<file path="src/hw/rtl/tcw_pkg.sv">
// tcw_pkg: shared widths, command and register codes, and the structs
// passed between the console cell writer's modules. No dependencies.
package tcw_pkg;

    localparam int COL_W     = 7;
    localparam int ROW_W     = 5;
    localparam int CHAR_W    = 8;
    localparam int COLOR_W   = 4;
    localparam int CMD_W     = 2;
    localparam int CFG_IDX_W = 3;
    localparam int CFG_DAT_W = 7;
    localparam int CELL_W    = CHAR_W + 2 * COLOR_W;

    // input commands
    localparam logic [CMD_W-1:0] CMD_PUT   = 2'd0;
    localparam logic [CMD_W-1:0] CMD_SET   = 2'd1;
    localparam logic [CMD_W-1:0] CMD_CLEAR = 2'd2;
    localparam logic [CMD_W-1:0] CMD_READ  = 2'd3;

    // register indexes
    localparam logic [CFG_IDX_W-1:0] CFG_COLUMNS    = 3'd0;
    localparam logic [CFG_IDX_W-1:0] CFG_ROWS       = 3'd1;
    localparam logic [CFG_IDX_W-1:0] CFG_HEADER     = 3'd2;
    localparam logic [CFG_IDX_W-1:0] CFG_FOREGROUND = 3'd3;
    localparam logic [CFG_IDX_W-1:0] CFG_BACKGROUND = 3'd4;

    // register reset values
    localparam logic [COL_W-1:0]   RST_COLUMNS    = 7'd80;
    localparam logic [ROW_W-1:0]   RST_ROWS       = 5'd25;
    localparam logic [ROW_W-1:0]   RST_HEADER     = 5'd0;
    localparam logic [COLOR_W-1:0] RST_FOREGROUND = 4'd15;
    localparam logic [COLOR_W-1:0] RST_BACKGROUND = 4'd0;

    localparam logic [CHAR_W-1:0] CHAR_NEWLINE = 8'd10;
    localparam logic [CHAR_W-1:0] CHAR_SPACE   = 8'd32;

    // datapath operations issued by the controller, one per cycle
    typedef logic [3:0] dp_op_t;
    localparam dp_op_t OP_NOP        = 4'd0;
    localparam dp_op_t OP_LATCH      = 4'd1;
    localparam dp_op_t OP_CLAMP      = 4'd2;
    localparam dp_op_t OP_DIV        = 4'd3;
    localparam dp_op_t OP_SET        = 4'd4;
    localparam dp_op_t OP_CLR_INIT   = 4'd5;
    localparam dp_op_t OP_CLR_WR     = 4'd6;
    localparam dp_op_t OP_RD_ISSUE   = 4'd7;
    localparam dp_op_t OP_SCR_INIT   = 4'd8;
    localparam dp_op_t OP_SCR_RD     = 4'd9;
    localparam dp_op_t OP_SCR_WR     = 4'd10;
    localparam dp_op_t OP_BLANK_INIT = 4'd11;
    localparam dp_op_t OP_BLANK_WR   = 4'd12;
    localparam dp_op_t OP_PUT_WR     = 4'd13;
    localparam dp_op_t OP_LOAD_OUT   = 4'd14;

    // effective configuration
    typedef struct packed {
        logic [COL_W-1:0]   ncol;
        logic [ROW_W-1:0]   nrow;
        logic [ROW_W-1:0]   hdr;
        logic [COLOR_W-1:0] fg;
        logic [COLOR_W-1:0] bg;
        logic               geom_wr;
    } cfg_t;

    typedef struct packed {
        dp_op_t op;
    } dp_cmd_t;

    typedef struct packed {
        logic [CMD_W-1:0] command;
        logic             dirty;
        logic             past_end;
        logic             newline;
        logic             wrap;
        logic             last_cell;
        logic             copy_more;
        logic             div_last;
    } dp_status_t;

endpackage

</file>
<file path="src/hw/rtl/tcw_cfg.sv">
// tcw_cfg: configuration register file and range clamping of its values.
// Depends on tcw_pkg.
module tcw_cfg
    import tcw_pkg::*;
#(
    parameter int MAX_COLUMNS = 80,
    parameter int MAX_ROWS    = 25
) (
    input  logic                 clk,
    input  logic                 rst_n,
    input  logic                 cfg_write,
    input  logic [CFG_IDX_W-1:0] cfg_index,
    input  logic [CFG_DAT_W-1:0] cfg_data,
    output cfg_t                 cfg
);

    localparam logic [COL_W-1:0] COL_CAP =
        (MAX_COLUMNS > 127) ? 7'd127 : COL_W'(MAX_COLUMNS);
    localparam logic [ROW_W-1:0] ROW_CAP =
        (MAX_ROWS > 31) ? 5'd31 : ROW_W'(MAX_ROWS);

    logic [COL_W-1:0]   columns_reg;
    logic [ROW_W-1:0]   rows_reg;
    logic [ROW_W-1:0]   header_reg;
    logic [COLOR_W-1:0] fg_reg;
    logic [COLOR_W-1:0] bg_reg;
    logic [COL_W-1:0]   ncol;
    logic [ROW_W-1:0]   nrow;

    always_ff @(posedge clk or negedge rst_n)
    begin
        if (!rst_n)
        begin
            columns_reg <= RST_COLUMNS;
            rows_reg    <= RST_ROWS;
            header_reg  <= RST_HEADER;
            fg_reg      <= RST_FOREGROUND;
            bg_reg      <= RST_BACKGROUND;
        end
        else if (cfg_write)
        begin
            case (cfg_index)
                CFG_COLUMNS:    columns_reg <= cfg_data;
                CFG_ROWS:       rows_reg    <= cfg_data[ROW_W-1:0];
                CFG_HEADER:     header_reg  <= cfg_data[ROW_W-1:0];
                CFG_FOREGROUND: fg_reg      <= cfg_data[COLOR_W-1:0];
                CFG_BACKGROUND: bg_reg      <= cfg_data[COLOR_W-1:0];
                default:        ;
            endcase
        end
    end

    always_comb
    begin
        if (columns_reg == '0)
            ncol = 7'd1;
        else if (columns_reg > COL_CAP)
            ncol = COL_CAP;
        else
            ncol = columns_reg;

        if (rows_reg == '0)
            nrow = 5'd1;
        else if (rows_reg > ROW_CAP)
            nrow = ROW_CAP;
        else
            nrow = rows_reg;
    end

    assign cfg.ncol    = ncol;
    assign cfg.nrow    = nrow;
    // the bottom row always scrolls
    assign cfg.hdr     = (header_reg > nrow - 5'd1) ? nrow - 5'd1 : header_reg;
    assign cfg.fg      = fg_reg;
    assign cfg.bg      = bg_reg;
    assign cfg.geom_wr = cfg_write && (cfg_index == CFG_COLUMNS || cfg_index == CFG_ROWS);

endmodule

</file>
<file path="config.mk">
export PLATFORM = sky130hd
export DESIGN_NAME = tcw_cfg
export DESIGN_NICKNAME = d
export VERILOG_FILES = /design/src/hw/rtl/tcw_pkg.sv /design/src/hw/rtl/tcw_cfg.sv
export SDC_FILE = /design/constraint.sdc
export NUM_CORES = 1
export LEC_CHECK = 0
export BUFFER_PORTS_ARGS = -buffer_cell sky130_fd_sc_hd__buf_4
export CAP_MARGIN = 5
export CORE_ASPECT_RATIO = 0.9
export CORE_UTILIZATION = 55
export CTS_CLUSTER_DIAMETER = 100
export CTS_CLUSTER_SIZE = 8
export DETAILED_ROUTE_END_ITERATION = 7
export PLACE_DENSITY_LB_ADDON = 0.12
export SLEW_MARGIN = 5
export SYNTH_ARGS = -nofsm -noshare
export SYNTH_HDL_FRONTEND = slang
export SYNTH_SLANG_ARGS = --single-unit
</file>
<file path="constraint.sdc">
create_clock -name clk -period 5.75 [get_ports clk]
set_input_delay 0.575 -clock clk [delete_from_list [all_inputs] [get_ports clk]]
set_output_delay 0.575 -clock clk [all_outputs]
set_load 0.05 [all_outputs]
</file>
==> Yosys cells after proc, flatten, opt, wreduce, memory -nomap -nowiden <==
Cells that the tools add are included.
{ "classes": {"order_cmp": 3, "addsub": 1, "mux": 5, "eq_ne": 4, "n_reduce_logical": 10} }
{ "op_table": {"columns": ["op", "n"], "rows": [
  ["$mux 5", 3],
  ["$mux 7", 2],
  ["$reduce_and 2->1", 5],
  ["$gt 7x7->1 const B", 1],
  ["$logic_not 7->1", 1],
  ["$eq 3x2->1 const B", 2],
  ["$gt 5x5->1", 1],
  ["$gt 5x5->1 const B", 1],
  ["$logic_not 5->1", 1],
  ["$sub 5x1->5 const B", 1],
  ["$eq 3x1->1 const B", 1],
  ["$eq 3x3->1 const B", 1],
  ["$logic_not 3->1", 1],
  ["$logic_and 1x1->1", 1],
  ["$logic_or 1x1->1", 1]
]} }
{ "totals": {"wordCells": 28, "ff_bits": 25, "output_inout_bits": 26, "input_bits": 13} }

==> Longest topological paths before layout <==
{ "logic_depth": {"word_depth": 6, "mapped_depth": 11, "mapped_depth_nobuf": 11} }

==> Least setup slack after synthesis <==
OpenSTA, ideal clock, no wires.
{ "synth_timing": {"path_kind": "register -> output", "startpoint": "register rows_reg[3]", "endpoint": "output cfg[10] (netlist name)", "path_stages_with_launch": 11, "required_time_ps": 5175, "slack_ps": 2095, "path_buffers": 0, "arrival_ps": 3080, "cell_sequence": "dfstp_2 -> nor4_1 -> nor3_1 -> ha_1 -> nand2_1 -> xor2_1 -> ha_1 -> and3_2 -> o21ai_2 -> a32oi_4 -> mux2i_1"} }
{ "synth_lines": {"columns": ["item", "line_no", "rtl"], "rows": [
  ["from (decl)", "tcw_cfg.sv:23", "logic [ROW_W-1:0] rows_reg;"],
  ["from (signal assigned)", "tcw_cfg.sv:44", "CFG_ROWS: rows_reg <= cfg_data[ROW_W-1:0];"],
  ["to (decl)", "tcw_cfg.sv:14", "output cfg_t cfg"]
]} }

==> out/metrics.yaml <==
p_leak_nw: 0.781
nets: 174
drtIter0Drc: 8
drt-pass1-iter-count: 2
post-route-period-util: 0.678
worstSetupPathType: "reg2out"
worst_setup_path_end_kind: "primary output"
setup_viol: 0
slew_violations: 0
rsz0062_at_grt: "false"
wirelength_mm: 2.65
worstPathCellList: "nor4_1, nor3_1, ha_1, nand2_1, xor2_1, ha_1, and3_2, o21ai_2, a32oi_4, mux2_1, buf_4"
fin_crit_ns: 3.90
coreArea_um2: 2240
slowest_delay_ns: 0.61
syn-mean-instance-area_um2: 11.8
start_util: 0.604
place_area_um2: 1660
post-cts-setup-buffers: 0
largest_reg_flops: 7
hp-class: "in2async"
syn_area_um2: 1350
die_area_um2: 2660
fillerInstances: 167
crit_arrival_ns: 3.33
ys_types: 28
hold_buffers: 0
first_global_vias: 967
wire_per_inst_um: 14.6
track_usage: 0.232
via_per_inst: 5.48
relSlewSlack: 0.626
ff2ff_setup_slack_ns: 4.90
antenna_found_initial: 0
finClkSkew_ns: 0
worst_slew_pin_slew_ns: 0.559
met2RoutedLength_mm: 1.33
grt_pass1_wl_mm: 4.41
dr.max_layer_used: "met4"
ys_ff_latch: 25
yosysSeqAreaShare: 0.470
htree_num_levels: 1
worst_path_max_delay_cell: "dfstp_2"
cts_sinks: 25
ff2ff_path_depth: 1
drcViolationCount: 0
syn_to_final_growth_pct: 24.7
r2r_start: "rows_reg[1]"
num_rows: 16
crit_top_cell: "ha_1"
finalHoldWorstSlack_ns: 0.131
dp_hpwl_mm: 2.06
vias: 992
synthCells: 115
place_congestion: 0.882
diodes: 0
syn-num-nets: 134
post_cts_resize_count: 0
wl_met1_mm: 1.16
numCtsBuffers: 3
finalNonFillerCells: 181
max-cap-violations: 0
p_per_area_nw_per_um2: 501
wl_met3_um: 129
clockBufferDepth: 2
maxClockFrequency_mhz: 256
ir_drop_uv: 431
finalSetupTns_ns: 0
hold_violations: 0
cp-start-kind: "register"
pin_count: 39
final_cell_area_um2: 1690
clkLatencyLatePin_ns: 0.30
synth-warning-count: 0
io_buffers: 38
crit_family: "simple AND/OR/NAND/NOR gates"
cp_data_required_time_ns: 5.18
grt_remaining_overflow: 0
die_w_um: 54.3
drive_gt1_frac: 0.506
clockRootBuffer: "clkbuf_4"
ant_nets: 0
final_cell_mix: "38 x buf_4, 20 x mux2_2, 16 x dfrtp_1"
placed_cells: 177
r2r_end: "rows_reg[1]"
grt_start_max_net_pins: 26
cts_tree: "yes"
clk_pin_slew_ns: 0.13
dieHeight_um: 49.1
worst-path-max-fanout: 7
layout_commonest_cell: "buf_4"
outcome: "completed"
critPathBufInv: 1
## power by group
group          total [W]  leakage [nW]  switching, W  internal [W]
Sequential      0.000258         0.287     0.0000335      0.000225
Combinational   0.000512         0.479      0.000334      0.000178
Clock          0.0000752        0.0150     0.0000481     0.0000271
## worst max path at each step
| stage | startpoint | endpoint | slack (ns) | cells past startpoint |
|---|---|---|---|---|
| CTS | rows_reg[3] | cfg[9] | 1.83 | 11 |
| finish | rows_reg[3] | cfg[9] | 1.85 | 11 |
| detailed placement | rows_reg[3] | cfg[9] | 2.20 | 11 |
| global route | rows_reg[3] | cfg[9] | 1.61 | 11 |
| global placement | rows_reg[3] | cfg[9] | 2.31 | 11 |
| floorplan | rows_reg[3] | cfg[10] | 2.09 | 10 |
## layout make-up
type / count / area [um2] / share of cell area
Multi-Input combinational cell: 80 / 679 / 0.403
Sequential cell: 25 / 637 / 0.377
Timing Repair Buffer: 38 / 285 / 0.169
Tap cell: 27 / 33.8 / 0.0200
Clock buffer: 4 / 26.3 / 0.0156
Inverter: 7 / 26.3 / 0.0156
## per-stage QoR
| step | power, W | utilization | setup WS (ns) |
|---|---|---|---|
| final | 0.000845 | 0.753 | 1.85 |
| after global routing | 0.000893 | 0.753 | 1.61 |
| after CTS | 0.000852 | 0.753 | 1.83 |
| after detailed placement | 0.000773 | 0.741 | 2.20 |
| after global placement | 0.000759 | 0.741 | 2.31 |
| after floorplan | 0.000635 | - | 2.09 |
## Yosys cell counts, drive strengths merged
cell | instances | area (um2)
nand2 | 10 | 37.5
dfrtp | 16 | 400
clkbuf | 3 | 11.3
xor2 | 1 | 8.76
nand2b | 1 | 8.76
nand4b | 1 | 8.76
xnor2 | 1 | 8.76
nor2b | 3 | 18.8
a32oi | 1 | 27.5
mux2 | 21 | 236
nor4 | 1 | 6.26
a21oi | 2 | 10.0
nor3b | 2 | 31.3
and2 | 4 | 25.0
and3 | 1 | 7.51
ha | 6 | 75.1
mux2i | 5 | 50.1
a21o | 2 | 15.0
nor3 | 5 | 41.3
o21ai | 8 | 43.8
nor2 | 5 | 18.8
inv | 7 | 26.3
dfstp | 9 | 236
## routing by layer
metal | vias up | track usage
li1 | 479 | -
met1 | 480 | 0.296
met2 | 29 | 0.376
met3 | 4 | 0.0748
met4 | 0 | 0.0513
met5 | - | 0
## cells by family (layout without fill, tap and decap cells)
logic type / after synthesis / after routing / synth area share
AO/OA/AOI/OAI: 13 / 13 / 0.0712
XOR/XNOR: 2 / 2 / 0.0129
adder cells (fa/ha/maj): 6 / 6 / 0.0555
buffers and inverters: 10 / 49 / 0.0277
flip-flops: 25 / 25 / 0.470
multiplexers: 26 / 26 / 0.212
AND/OR/NAND/NOR: 33 / 33 / 0.151
Note: power is estimated with default switching activity, not from simulation.
