===== src/hw/rtl/tcw_pkg.sv =====
// tcw_pkg: shared widths, command and register codes, and the structs
// passed between the console cell writer's modules. No dependencies.
package tcw_pkg;

    localparam int COL_W     = 7;
    localparam int ROW_W     = 5;
    localparam int CHAR_W    = 8;
    localparam int COLOR_W   = 4;
    localparam int CMD_W     = 2;
    localparam int CFG_IDX_W = 3;
    localparam int CFG_DAT_W = 7;
    localparam int CELL_W    = CHAR_W + 2 * COLOR_W;

    // input commands
    localparam logic [CMD_W-1:0] CMD_PUT   = 2'd0;
    localparam logic [CMD_W-1:0] CMD_SET   = 2'd1;
    localparam logic [CMD_W-1:0] CMD_CLEAR = 2'd2;
    localparam logic [CMD_W-1:0] CMD_READ  = 2'd3;

    // register indexes
    localparam logic [CFG_IDX_W-1:0] CFG_COLUMNS    = 3'd0;
    localparam logic [CFG_IDX_W-1:0] CFG_ROWS       = 3'd1;
    localparam logic [CFG_IDX_W-1:0] CFG_HEADER     = 3'd2;
    localparam logic [CFG_IDX_W-1:0] CFG_FOREGROUND = 3'd3;
    localparam logic [CFG_IDX_W-1:0] CFG_BACKGROUND = 3'd4;

    // register reset values
    localparam logic [COL_W-1:0]   RST_COLUMNS    = 7'd80;
    localparam logic [ROW_W-1:0]   RST_ROWS       = 5'd25;
    localparam logic [ROW_W-1:0]   RST_HEADER     = 5'd0;
    localparam logic [COLOR_W-1:0] RST_FOREGROUND = 4'd15;
    localparam logic [COLOR_W-1:0] RST_BACKGROUND = 4'd0;

    localparam logic [CHAR_W-1:0] CHAR_NEWLINE = 8'd10;
    localparam logic [CHAR_W-1:0] CHAR_SPACE   = 8'd32;

    // datapath operations issued by the controller, one per cycle
    typedef logic [3:0] dp_op_t;
    localparam dp_op_t OP_NOP        = 4'd0;
    localparam dp_op_t OP_LATCH      = 4'd1;
    localparam dp_op_t OP_CLAMP      = 4'd2;
    localparam dp_op_t OP_DIV        = 4'd3;
    localparam dp_op_t OP_SET        = 4'd4;
    localparam dp_op_t OP_CLR_INIT   = 4'd5;
    localparam dp_op_t OP_CLR_WR     = 4'd6;
    localparam dp_op_t OP_RD_ISSUE   = 4'd7;
    localparam dp_op_t OP_SCR_INIT   = 4'd8;
    localparam dp_op_t OP_SCR_RD     = 4'd9;
    localparam dp_op_t OP_SCR_WR     = 4'd10;
    localparam dp_op_t OP_BLANK_INIT = 4'd11;
    localparam dp_op_t OP_BLANK_WR   = 4'd12;
    localparam dp_op_t OP_PUT_WR     = 4'd13;
    localparam dp_op_t OP_LOAD_OUT   = 4'd14;

    // effective configuration
    typedef struct packed {
        logic [COL_W-1:0]   ncol;
        logic [ROW_W-1:0]   nrow;
        logic [ROW_W-1:0]   hdr;
        logic [COLOR_W-1:0] fg;
        logic [COLOR_W-1:0] bg;
        logic               geom_wr;
    } cfg_t;

    typedef struct packed {
        dp_op_t op;
    } dp_cmd_t;

    typedef struct packed {
        logic [CMD_W-1:0] command;
        logic             dirty;
        logic             past_end;
        logic             newline;
        logic             wrap;
        logic             last_cell;
        logic             copy_more;
        logic             div_last;
    } dp_status_t;

endpackage


===== src/hw/rtl/tcw_ctrl.sv =====
// tcw_ctrl: sequencer that steps the datapath through each command and
// owns the input stall and the result valid. Depends on tcw_pkg.
module tcw_ctrl
    import tcw_pkg::*;
(
    input  logic       clk,
    input  logic       rst_n,
    input  logic       cmd_valid,
    output logic       cmd_stall,
    output logic       rsp_valid,
    input  logic       rsp_stall,
    input  dp_status_t status,
    output dp_cmd_t    dp_cmd
);

    localparam logic [3:0] S_IDLE    = 4'd0;
    localparam logic [3:0] S_START   = 4'd1;
    localparam logic [3:0] S_DIV     = 4'd2;
    localparam logic [3:0] S_SCR_RD  = 4'd3;
    localparam logic [3:0] S_SCR_WR  = 4'd4;
    localparam logic [3:0] S_BLANK   = 4'd5;
    localparam logic [3:0] S_PUT_WR  = 4'd6;
    localparam logic [3:0] S_CLR     = 4'd7;
    localparam logic [3:0] S_RD_WAIT = 4'd8;
    localparam logic [3:0] S_DONE    = 4'd9;

    logic [3:0] state_reg;
    logic [3:0] state_next;
    logic       rsp_valid_reg;
    logic       rsp_valid_next;
    dp_op_t     op;
    logic       nl_more;

    // a newline keeps filling until the cell in the last column is written
    assign nl_more = status.newline && !status.wrap;

    always_comb
    begin
        state_next     = state_reg;
        op             = OP_NOP;
        rsp_valid_next = rsp_valid_reg && rsp_stall;
        case (state_reg)
            S_IDLE:
            begin
                if (cmd_valid)
                begin
                    op         = OP_LATCH;
                    state_next = S_START;
                end
            end
            S_START:
            begin
                if (status.dirty)
                begin
                    op         = OP_CLAMP;
                    state_next = S_DIV;
                end
                else
                begin
                    case (status.command)
                        CMD_PUT:
                        begin
                            if (status.past_end)
                            begin
                                op         = OP_SCR_INIT;
                                state_next = S_SCR_RD;
                            end
                            else
                            begin
                                op         = OP_PUT_WR;
                                state_next = nl_more ? S_PUT_WR : S_DONE;
                            end
                        end
                        CMD_SET:
                        begin
                            op         = OP_SET;
                            state_next = S_DONE;
                        end
                        CMD_CLEAR:
                        begin
                            op         = OP_CLR_INIT;
                            state_next = S_CLR;
                        end
                        default:
                        begin
                            op         = OP_RD_ISSUE;
                            state_next = S_RD_WAIT;
                        end
                    endcase
                end
            end
            S_DIV:
            begin
                op = OP_DIV;
                if (status.div_last)
                    state_next = S_START;
            end
            S_SCR_RD:
            begin
                if (status.copy_more)
                begin
                    op         = OP_SCR_RD;
                    state_next = S_SCR_WR;
                end
                else
                begin
                    op         = OP_BLANK_INIT;
                    state_next = S_BLANK;
                end
            end
            S_SCR_WR:
            begin
                op         = OP_SCR_WR;
                state_next = S_SCR_RD;
            end
            S_BLANK:
            begin
                op = OP_BLANK_WR;
                if (status.last_cell)
                    state_next = S_PUT_WR;
            end
            S_PUT_WR:
            begin
                op = OP_PUT_WR;
                if (!nl_more)
                    state_next = S_DONE;
            end
            S_CLR:
            begin
                op = OP_CLR_WR;
                if (status.last_cell)
                    state_next = S_DONE;
            end
            S_RD_WAIT:
            begin
                state_next = S_DONE;
            end
            S_DONE:
            begin
                if (!rsp_valid_reg || !rsp_stall)
                begin
                    op             = OP_LOAD_OUT;
                    rsp_valid_next = 1'b1;
                    state_next     = S_IDLE;
                end
            end
            default:
            begin
                state_next = S_IDLE;
            end
        endcase
    end

    always_ff @(posedge clk or negedge rst_n)
    begin
        if (!rst_n)
        begin
            state_reg     <= S_IDLE;
            rsp_valid_reg <= 1'b0;
        end
        else
        begin
            state_reg     <= state_next;
            rsp_valid_reg <= rsp_valid_next;
        end
    end

    assign cmd_stall = (state_reg != S_IDLE);
    assign rsp_valid = rsp_valid_reg;
    assign dp_cmd.op = op;

endmodule


===== config.mk =====
export PLATFORM = sky130hd
export DESIGN_NAME = tcw_ctrl
export DESIGN_NICKNAME = d
export VERILOG_FILES = /design/src/hw/rtl/tcw_pkg.sv /design/src/hw/rtl/tcw_ctrl.sv
export SDC_FILE = /design/constraint.sdc
export NUM_CORES = 1
export LEC_CHECK = 0
export BUFFER_PORTS_ARGS = -buffer_cell sky130_fd_sc_hd__buf_4
export CAP_MARGIN = 20
export CORE_AREA = 4 4 41 43
export DETAILED_ROUTE_END_ITERATION = 10
export DIE_AREA = 0 0 45 47
export GPL_TIMING_DRIVEN = 0
export PLACE_DENSITY = 0.7
export SETUP_SLACK_MARGIN = 0.1
export SLEW_MARGIN = 20
export SYNTH_ARGS = -nofsm -noshare
export SYNTH_HDL_FRONTEND = slang
export SYNTH_SLANG_ARGS = --single-unit

===== constraint.sdc =====
create_clock -name clk -period 3.35 [get_ports clk]
set_input_delay 0.1675 -clock clk [delete_from_list [all_inputs] [get_ports clk]]
set_output_delay 0.1675 -clock clk [all_outputs]
set_load 0.005 [all_outputs]

==> Word level (Yosys, flattened, before mapping) <==
Index checks and enable logic that the tools add are counted.
{ "totals": {"reg_bits": 5, "wordCells": 50, "output_inout_bits": 6, "inputBits": 13} }
{ "classes": {"n_reduce_logical": 10, "n_eq_ne": 17, "muxes": 21} }
{ "ops": {"columns": ["op", "n"], "rows": [
  ["$mux W4", 11],
  ["$pmux W4 S10", 1],
  ["$pmux W4 S9", 1],
  ["$pmux W4 S3", 2],
  ["$eq A4 B3 Y1 const B", 4],
  ["$ne A2 B2 Y1 const B", 6],
  ["$eq A4 B2 Y1 const B", 2],
  ["$eq A4 B4 Y1 const B", 2],
  ["$reduce_and A6 Y1", 1],
  ["$eq A4 B1 Y1 const B", 1],
  ["$logic_not A4 Y1", 1],
  ["$mux W1", 4],
  ["$reduce_bool A4 Y1", 1],
  ["$logic_not A1 Y1", 3],
  ["$mux W3", 1],
  ["$eq A2 B1 Y1 const B", 1],
  ["$eq A2 B2 Y1 const B", 1],
  ["$logic_and A1 B1 Y1", 2],
  ["$logic_not A2 Y1", 1],
  ["$mux W2", 1],
  ["$logic_or A1 B1 Y1", 1]
]} }

==> Longest topological paths before layout <==
Gate-level depths: netlist of the first run.
{ "depth": {"depth_word": 7, "mapped_depth": 7, "depth_no_buf": 7} }

==> Least setup slack after synthesis of the first run <==
OpenSTA, ideal clock, no wires.
{ "synth_path": {"kind": "register to register", "start": "reg state_reg[1]", "end": "reg state_reg[1]", "arrival_time_ps": 1285, "slack_ps": 1989, "path_stages_with_launch": 6, "setup_time_ps": 76, "synth_period_minus_slack_ps": 1361, "path_buffers": 0, "required_time_ps": 3274, "path_cell_list": "dfrtp_1 > and4bb_4 > o21ai_2 > nand3_2 > or3_1 > o21ai_1"} }
{ "synth_via": {"elab_chain_cells": 3, "word_cells_on_any_way": 18, "classes_between": "15 x eq/ne; 1 x mux; 2 x reduce/logical"} }
{ "synth_rtl": {"columns": ["item", "line", "rtl"], "rows": [
  ["start: declaration", "tcw_ctrl.sv:27", "logic [3:0] state_reg;"],
  ["start signal: assignment", "tcw_ctrl.sv:163", "state_reg <= state_next;"],
  ["$eq A4 B4 Y1 (tied with other cells)", "tcw_ctrl.sv:42", "case (state_reg)"],
  ["$ne A2 B2 Y1 (no line)", null, null],
  ["$reduce_and A6 Y1 (no line)", null, null]
]} }
Parallel ways exist; a longest one is shown, timed or not.
A chain may end at the register's enable or synchronous reset.

==> impl_metrics.py, run 1 <==
metrics = {
    "final_layout": {
        "nets": 125,
        "layout_commonest_cell": "buf_4",
        "layout_common_cells": "18 x buf_4, 12 x a21oi_1, 9 x nand2_1, 9 x nor2_1, 6 x inv_1",
        "nFillCells": 138,
        "area_delta_synth_final_pct": 32.1,
        "fin_cells": 124,
        "layout-drive-gt1-share_pct": 25.7,
        "largest_reg_flops": 4,
        "diodes": 0,
    },
    "placement": {
        "dp_cells": 119,
        "dp_hpwl_mm": 1.23,
        "gp_congestion": 0.783,
        "place_ws_ns": 1.79,
        "placement.io_buffers": 18,
    },
    "timing": {
        "fin_crit_ns": 1.85,
        "finalHoldViolations": 0,
        "min_period_over_period_pct": 55.1,
        "fmax_mhz": 542,
        "worst_slack_ns": 1.50,
        "fin_setup_tns_ns": 0,
        "slew_violations": 0,
        "setup_viol": 0,
        "rsz0062_at_grt": "no",
        "worst_pin_slew_ns": 0.365,
        "fin_skew_ns": 0.00589,
        "relSlewSlack_pct": 75.7,
    },
    "grt": {
        "grt_first_pass_wirelength_mm": 2.57,
        "grt_pass1_vias": 628,
        "grt_max_degree": 11,
        "grt_antenna_before_repair": 0,
        "grt.overflow.total": 0,
        "grtUsageTotal_pct": 16.2,
    },
    "clocking": {
        "cts_sinks": 5,
        "cts_tree": "built",
        "clk_latency_ns": 0.24,
        "cts_made_buffers": 3,
        "cts_htree_levels": 1,
        "cts_buffer_depth": 2,
        "root_buffer": "clkbuf_4",
        "clk_pin_slew_ns": 0.05,
    },
    "yosys": {
        "yosys-top-cells-area": "dfrtp_1 21%, a21oi_1 10%, nand2_1 5.7%",
        "syn-cell-area_sq_um": 592,
        "yosys.area.top_type": "dfrtp_1",
        "synth_cells": 86,
        "syn_area_per_cell_sq_um": 6.88,
        "synth_top_area_share_pct": 21.1,
        "ys_ff_latch": 5,
        "synth_cell_type_count": 32,
        "syn-num-nets": 101,
        "seq_area_frac_synth_pct": 21.1,
        "ys_warn_count": 0,
    },
    "drt": {
        "drc": 0,
        "vias": 669,
        "ant_nets": 0,
        "finalWirelength_mm": 1.48,
        "viasPerCell": 5.40,
        "wl_per_cell_um": 12.0,
        "drtIter0Drc": 16,
        "drtPass1Iterations": 4,
    },
    "setup_path": {
        "critPathMaxFanout": 10,
        "critPathTopFamily": "buffers and inverters",
        "max_stage_delay_ns": 0.47,
        "critPathBufInv": 3,
        "cp.required_ns": 3.18,
        "crit_type": "reg2out",
        "crit_arrival_ns": 1.68,
        "r2r-start": "state_reg[2]",
        "path_cells": "buf_2 > inv_1 > a21o_1 > a21oi_1 > o21ai_1 > o31ai_1 > buf_4",
        "endpoint_kind": "output pin",
        "rr_worst_depth": 6,
        "ff2ff_setup_slack_ns": 1.80,
        "cp-start-kind": "flip-flop",
        "slowest_stage": "dfrtp_1",
        "timing.rr.end": "state_reg[0]",
        "crit_cells": 7,
    },
    "floorplanning": {
        "initial_utilization_pct": 45.5,
        "die-area_sq_mm": 0.00212,
        "chipHeight_um": 47,
        "ios": 19,
        "placementRows": 13,
        "die-width_um": 45,
        "core_area_sq_mm": 0.00130,
    },
    "power_and_ir_drop": {
        "ir_drop_uv": 261,
        "powerDensity_mw_per_mm2": 783,
        "p_leak_nw": 0.371,
    },
    "worst_hold_path": {
        "hold_start": "rsp_stall",
        "hold_depth": 3,
        "min_to": "rsp_valid",
        "hp-class": "in2reg",
    },
    "flow_run": {
        "cap_violations": 0,
    },
    "status": {
        "status": "finished clean",
    },
}
per-stage QoR:
step	hold WS, ns	total power, mW	utilization [%]	cell area, sq um
after floorplan	-0.128	0.393	-	592
after global placement	-0.0304	0.542	57.3	746
after detailed placement	-0.0290	0.543	57.3	746
after CTS	0.153	0.616	60.1	782
after global routing	0.192	0.675	60.1	782
final	0.154	0.612	60.1	782
power breakdown:
group / internal (mW) / total, mW / leakage, nW / switching [mW]
Clock: 0.0450 / 0.0692 / 0.0150 / 0.0242
Sequential: 0.0877 / 0.113 / 0.0649 / 0.0251
Combinational: 0.206 / 0.430 / 0.291 / 0.224
per-layer routing:
layer  track usage [%]  routed length (um)  share of wire (%)  vias up
met3              1.15                  77                5.2        2
met5                 0                   0                  0        -
met2              28.2                 734                 49       15
li1                  -                   -                  -      356
met4              6.43                  14               0.94        0
met1              20.7                 656                 44      296
cells by family after synthesis:
group | after synthesis | synth area share [%]
adder cells (fa/ha/maj) | 2 | 4.23
flip-flops | 5 | 21.1
multiplexers | 1 | 1.69
AND/OR/NAND/NOR | 36 | 33.4
XOR/XNOR | 1 | 1.48
buffers and inverters | 10 | 6.98
AO/OA/AOI/OAI | 31 | 31.1
what timing repair did:
item,CTS,global route
resized for setup,0,0
hold buffers,1,0
buffers inserted,0,0
hold endpoints to repair,5,0
cell type report:
type	instances	area, sq um	area share [%]
plain buffers	4	18.8	2.40
clock buffers	4	26.3	3.36
inverters	6	22.5	2.88
multi-input cells	71	425	54.4
flip-flops and latches	5	125	16.0
well taps	15	18.8	2.40
repair buffers	19	145	18.6
worst register-to-register path, stage by stage, from the launching register on:
cell     delay [ns]
dfrtp_1        0.34
buf_2          0.17
nor3b_2        0.25
nand2_1        0.16
o31ai_1        0.31
a21oi_1        0.11
o22ai_1        0.13
how the worst max path moves through the flow:
stage | to | startpoint
global route | dp_cmd[1] | state_reg[2]
floorplan | state_reg[1] | state_reg[1]
detailed placement | dp_cmd[1] | state_reg[1]
CTS | dp_cmd[1] | state_reg[1]
global placement | dp_cmd[1] | state_reg[1]
finish | dp_cmd[1] | state_reg[1]
synthesized netlist by cell type, drive strengths merged:
cell type / number
a21o: 1
dfrtp: 5
or3b: 1
nor3b: 1
o22ai: 4
o211ai: 1
nand2: 9
nand4: 1
xnor2: 1
nand2b: 1
buf: 3
nor3: 1
nor2: 9
and2: 1
nand3: 4
or3: 2
a21oi: 12
clkbuf: 1
nor2b: 4
mux2i: 1
a221oi: 1
o21ai: 8
inv: 6
and3: 1
a22oi: 1
and4bb: 1
o31ai: 2
a22o: 1
ha: 2
Note: power is estimated with default switching activity, not from simulation.
==> run 2, diff against run 1 <==
--- a/config.mk
+++ b/config.mk
@@ -7,11 +7,11 @@
 export LEC_CHECK = 0
 export BUFFER_PORTS_ARGS = -buffer_cell sky130_fd_sc_hd__buf_4
 export CAP_MARGIN = 20
-export CORE_AREA = 4 4 41 43
+export CORE_MARGIN = 4
+export CORE_UTILIZATION = 43
 export DETAILED_ROUTE_END_ITERATION = 10
-export DIE_AREA = 0 0 45 47
 export GPL_TIMING_DRIVEN = 0
-export PLACE_DENSITY = 0.7
+export PLACE_DENSITY = 0.71
 export SETUP_SLACK_MARGIN = 0.1
 export SLEW_MARGIN = 20
 export SYNTH_ARGS = -nofsm -noshare
==> constraint.sdc (replaced) <==
create_clock -name clk -period 1.61 [get_ports clk]
set_input_delay 0.0805 -clock clk [delete_from_list [all_inputs] [get_ports clk]]
set_output_delay 0.0805 -clock clk [all_outputs]
set_load 0.005 [all_outputs]
==> impl_metrics.py, run 2 (synthesized netlist as in run 1, its figures left out) <==
metrics = {
    "status": {
        "status": "finished clean",
    },
    "final_layout": {
        "layout_commonest_cell": "buf_4",
        "nFillCells": 109,
        "finish.utilization_pct": 68.0,
        "area_delta_synth_final_pct": 49.5,
        "diodes": 0,
        "layout_common_cells": "24 x buf_4, 9 x a21oi_1, 8 x nand2_1",
        "largest_reg_flops": 4,
        "nets": 131,
        "layout-drive-gt1-share_pct": 39.1,
    },
    "power_and_ir_drop": {
        "ir_drop_uv": 884,
        "p_leak_nw": 0.411,
        "powerDensity_mw_per_mm2": 1740,
    },
    "clocking": {
        "clk_pin_slew_ns": 0.04,
        "root_buffer": "clkbuf_4",
        "cts_sinks": 5,
        "cts_buffer_depth": 2,
        "clk_latency_ns": 0.24,
        "cts_htree_levels": 1,
        "cts_made_buffers": 3,
        "cts_tree": "built",
    },
    "drt": {
        "vias": 729,
        "ant_nets": 0,
        "wl_per_cell_um": 13.2,
        "drtPass1Iterations": 4,
        "viasPerCell": 5.61,
        "finalWirelength_mm": 1.72,
        "drtIter0Drc": 19,
        "drc": 0,
    },
    "setup_path": {
        "crit_type": "reg2out",
        "cp_common_cell": "buf_4",
        "critPathMaxFanout": 6,
        "endpoint_kind": "output pin",
        "critPathTopFamily": "flip-flops",
        "crit_arrival_ns": 1.47,
        "cp.required_ns": 1.53,
        "cp-start-kind": "flip-flop",
        "slowest_stage": "dfrtp_2",
        "path_cells": "buf_6 > buf_4 > xnor2_1 > o31ai_1 > buf_4",
        "max_stage_delay_ns": 0.47,
        "critPathBufInv": 3,
    },
    "floorplanning": {
        "core_area_sq_mm": 0.00130,
        "ios": 19,
        "initial_utilization_pct": 45.5,
        "placementRows": 13,
        "die-width_um": 45.1,
        "die-area_sq_mm": 0.00203,
        "chipHeight_um": 45.1,
    },
    "timing": {
        "worst_pin_slew_ns": 0.336,
        "min_period_over_period_pct": 96.2,
        "relSlewSlack_pct": 77.6,
        "fin_crit_ns": 1.55,
        "fmax_mhz": 646,
        "worst_slack_ns": 0.0617,
        "slew_violations": 0,
        "setup_viol": 0,
        "fin_skew_ns": 0.00486,
        "fin_hold_ws_ns": 0.0591,
        "finalHoldViolations": 0,
        "fin_setup_tns_ns": 0,
        "rsz0062_at_grt": "yes",
    },
    "grt": {
        "grt_pass1_vias": 710,
        "grt_max_degree": 11,
        "grt_first_pass_wirelength_mm": 2.81,
        "grt_antenna_before_repair": 0,
        "grtUsageTotal_pct": 18.2,
        "grt.overflow.total": 0,
    },
    "worst_hold_path": {
        "hp-class": "in2reg",
    },
    "flow_run": {
        "cap_violations": 0,
    },
    "placement": {
        "dp_hpwl_mm": 1.29,
        "gp_congestion": 0.842,
        "placement.io_buffers": 18,
        "place_ws_ns": 0.0803,
    },
}
run 2: changes by cell type in the layout (fill, tap and decap cells not counted), sizes merged:
cell	delta
clkbuf	+1
buf	+5
run 2: final timing paths:
kind | slack, ns | cells after the start | to | startpoint
max | 0.06 | 5 | dp_cmd[1] | state_reg[1]
min | 0.06 | 3 | rsp_valid | rsp_stall
max reg2reg | 0.09 | 6 | state_reg[1] | state_reg[0]
min reg2reg | 0.51 | 2 | rsp_valid | rsp_valid
max in group asynchronous | 1.31 | 2 | state_reg[1] | rst_n
min in group asynchronous | 0.17 | 2 | state_reg[3] | rst_n
run 2: per-layer routing:
layer | track usage, % | wire length (um)
met1 | 21.6 | 716
met2 | 32.2 | 844
met3 | 5.58 | 137
met4 | 3.51 | 17
met5 | 0 | 0
run 2: timing repair:
item                                    in CTS  in global routing
hold buffers                                 1                  0
endpoints found under the hold margin        5                  0
resized for setup                           15                  5
pin swaps                                    6                  2
buffers inserted                             6                  0
endpoints found under the setup margin       6                  6
run 2: cell type report:
| class | instances | area (sq um) | area share, % |
|---|---|---|---|
| multi-input cells | 71 | 465 | 52.6 |
| flip-flops and latches | 5 | 126 | 14.3 |
| clock buffers | 4 | 26.3 | 2.97 |
| inverters | 6 | 22.5 | 2.55 |
| well taps | 15 | 18.8 | 2.12 |
| plain buffers | 4 | 35.0 | 3.96 |
| repair buffers | 25 | 190 | 21.5 |
run 2: where the power goes:
| part | internal, mW | leakage, nW | switching, mW |
|---|---|---|---|
| combinational | 0.584 | 0.332 | 0.556 |
| sequential | 0.185 | 0.0636 | 0.0689 |
| clock | 0.0935 | 0.0150 | 0.0486 |
| total | 0.863 | 0.411 | 0.674 |
run 2: worst min-delay path, cell delays in order:
cell     delay [ns]
buf_4          0.08
nand2_1        0.05
nand2_1        0.05
run 2: metrics by stage:
stage	area [sq um]	std cells	total power, mW
floorplan	592	86	0.818
global placement	746	119	1.14
detailed placement	746	119	1.15
CTS	873	130	1.50
global route	885	130	1.66
finish	885	130	1.54
==> run 3, diff against run 2 <==
--- a/config.mk
+++ b/config.mk
@@ -11,6 +11,7 @@
 export CORE_UTILIZATION = 43
 export DETAILED_ROUTE_END_ITERATION = 10
 export GPL_TIMING_DRIVEN = 0
+export MAX_ROUTING_LAYER = met4
 export PLACE_DENSITY = 0.71
 export SETUP_SLACK_MARGIN = 0.1
 export SLEW_MARGIN = 20
==> impl_metrics.py, run 3 (synthesized netlist as in run 1, its figures left out) <==
metrics = {
    "setup_path": {
        "path_cells": "buf_6 > buf_4 > xnor2_1 > o31ai_1 > buf_4",
        "timing.rr.end": "state_reg[1]",
        "rr_worst_depth": 6,
        "cp_common_cell": "buf_4",
        "critPathMaxFanout": 6,
        "slowest_stage": "dfrtp_2",
        "r2r-start": "state_reg[0]",
        "crit_type": "reg2out",
        "max_stage_delay_ns": 0.47,
        "ff2ff_setup_slack_ns": 0.11,
        "endpoint_kind": "output pin",
        "crit_arrival_ns": 1.46,
        "cp.required_ns": 1.53,
        "cp-start-kind": "flip-flop",
    },
    "clocking": {
        "root_buffer": "clkbuf_4",
        "cts_made_buffers": 3,
        "cts_tree": "built",
        "clk_latency_ns": 0.24,
        "cts_buffer_depth": 2,
        "clk_pin_slew_ns": 0.04,
        "cts_sinks": 5,
        "cts_htree_levels": 1,
    },
    "timing": {
        "min_period_over_period_pct": 95.9,
        "worst_pin_slew_ns": 0.336,
        "finalHoldViolations": 0,
        "rsz0062_at_grt": "yes",
        "fin_crit_ns": 1.54,
        "slew_violations": 0,
        "relSlewSlack_pct": 77.6,
        "setup_viol": 0,
        "fin_setup_tns_ns": 0,
        "fmax_mhz": 648,
        "fin_skew_ns": 0.00427,
    },
    "drt": {
        "ant_nets": 0,
        "drtPass1Iterations": 4,
        "finalWirelength_mm": 1.69,
        "vias": 737,
        "viasPerCell": 5.67,
        "drc": 0,
        "drtIter0Drc": 19,
        "wl_per_cell_um": 13.0,
    },
    "power_and_ir_drop": {
        "powerDensity_mw_per_mm2": 1730,
        "p_leak_nw": 0.411,
        "ir_drop_uv": 879,
    },
    "final_layout": {
        "nets": 131,
        "largest_reg_flops": 4,
        "layout_common_cells": "24 x buf_4, 9 x a21oi_1, 8 x nand2_1",
        "fin_cells": 130,
        "stdcell_area_sq_um": 885,
        "diodes": 0,
        "layout-drive-gt1-share_pct": 39.1,
        "area_delta_synth_final_pct": 49.5,
        "layout_commonest_cell": "buf_4",
    },
    "floorplanning": {
        "die-width_um": 45.1,
        "ios": 19,
        "initial_utilization_pct": 45.5,
        "core_area_sq_mm": 0.00130,
        "chipHeight_um": 45.1,
        "placementRows": 13,
        "die-area_sq_mm": 0.00203,
    },
    "worst_hold_path": {
        "hold_start": "rsp_stall",
        "hold_depth": 3,
        "hp-class": "in2reg",
        "min_to": "rsp_valid",
    },
    "placement": {
        "gp_congestion": 0.855,
        "placement.io_buffers": 18,
        "dp_hpwl_mm": 1.29,
        "place_area_sq_um": 746,
        "dp_cells": 119,
    },
    "grt": {
        "grtUsageTotal_pct": 18.8,
        "grt.overflow.total": 0,
        "grt_antenna_before_repair": 0,
        "grt_first_pass_wirelength_mm": 2.81,
        "grt_pass1_vias": 706,
        "grt_max_degree": 11,
    },
    "status": {
        "status": "finished clean",
    },
    "flow_run": {
        "cap_violations": 0,
    },
}
## run 3: cell counts in the layout (fill, tap and decap cells not counted)
Identical to the previous run, type by type.
## run 3: repair_timing
| item | CTS | global route |
|---|---|---|
| pin swaps | 6 | 2 |
| hold buffers | 1 | 0 |
| hold endpoints to repair | 5 | 0 |
| gates resized for setup | 15 | 5 |
| setup buffers | 6 | 0 |
| endpoints found under the setup margin | 6 | 6 |
## run 3: metrics by stage
stage | power (mW) | worst slack (ns) | util, % | hold WS (ns)
global placement | 1.14 | 0.0839 | 57.3 | -0.117
CTS | 1.50 | 0.0553 | 67.1 | 0.0596
floorplan | 0.818 | 0.249 | - | -0.215
global route | 1.66 | -0.00720 | 68.0 | 0.0689
detailed placement | 1.15 | 0.0803 | 57.3 | -0.116
finish | 1.53 | 0.0658 | 68.0 | 0.0630
## run 3: critical path, delay by kind of cell, from the launching register on
kind / cells / cell delay (ns)
XOR/XNOR: 1 / 0.12
AO/OA/AOI/OAI: 1 / 0.19
buffers and inverters: 3 / 0.45
flip-flops: 1 / 0.47
## run 3: worst max path at each step
stage	from	to	slack, ns	cells past startpoint
final	state_reg[1]	dp_cmd[1]	0.07	5
after global routing	state_reg[3]	dp_cmd[2]	-0.007	7
after CTS	state_reg[1]	dp_cmd[1]	0.06	5
after detailed placement	state_reg[2]	state_reg[0]	0.08	6
after global placement	state_reg[2]	state_reg[0]	0.08	6
after floorplan	state_reg[1]	state_reg[1]	0.25	5
## run 3: layout make-up
type | instances | area [sq um]
flip-flops and latches | 5 | 126
multi-input cells | 71 | 465
plain buffers | 4 | 35.0
clock buffers | 4 | 26.3
well taps | 15 | 18.8
fillers | 109 | 417
repair buffers | 25 | 190
inverters | 6 | 22.5
## run 3: metal layers
| layer | up-vias | wire (um) | GRT usage, % |
|---|---|---|---|
| met5 | - | 0 | - |
| met4 | 0 | 17 | 3.51 |
| met3 | 2 | 121 | 5.58 |
| met2 | 38 | 848 | 32.2 |
| met1 | 330 | 705 | 21.6 |
| li1 | 367 | - | - |
## run 3: power by group
| group | internal, mW | switching (mW) | leakage [nW] |
|---|---|---|---|
| combinational | 0.584 | 0.553 | 0.332 |
| clock | 0.0934 | 0.0466 | 0.0150 |
| sequential | 0.185 | 0.0686 | 0.0636 |
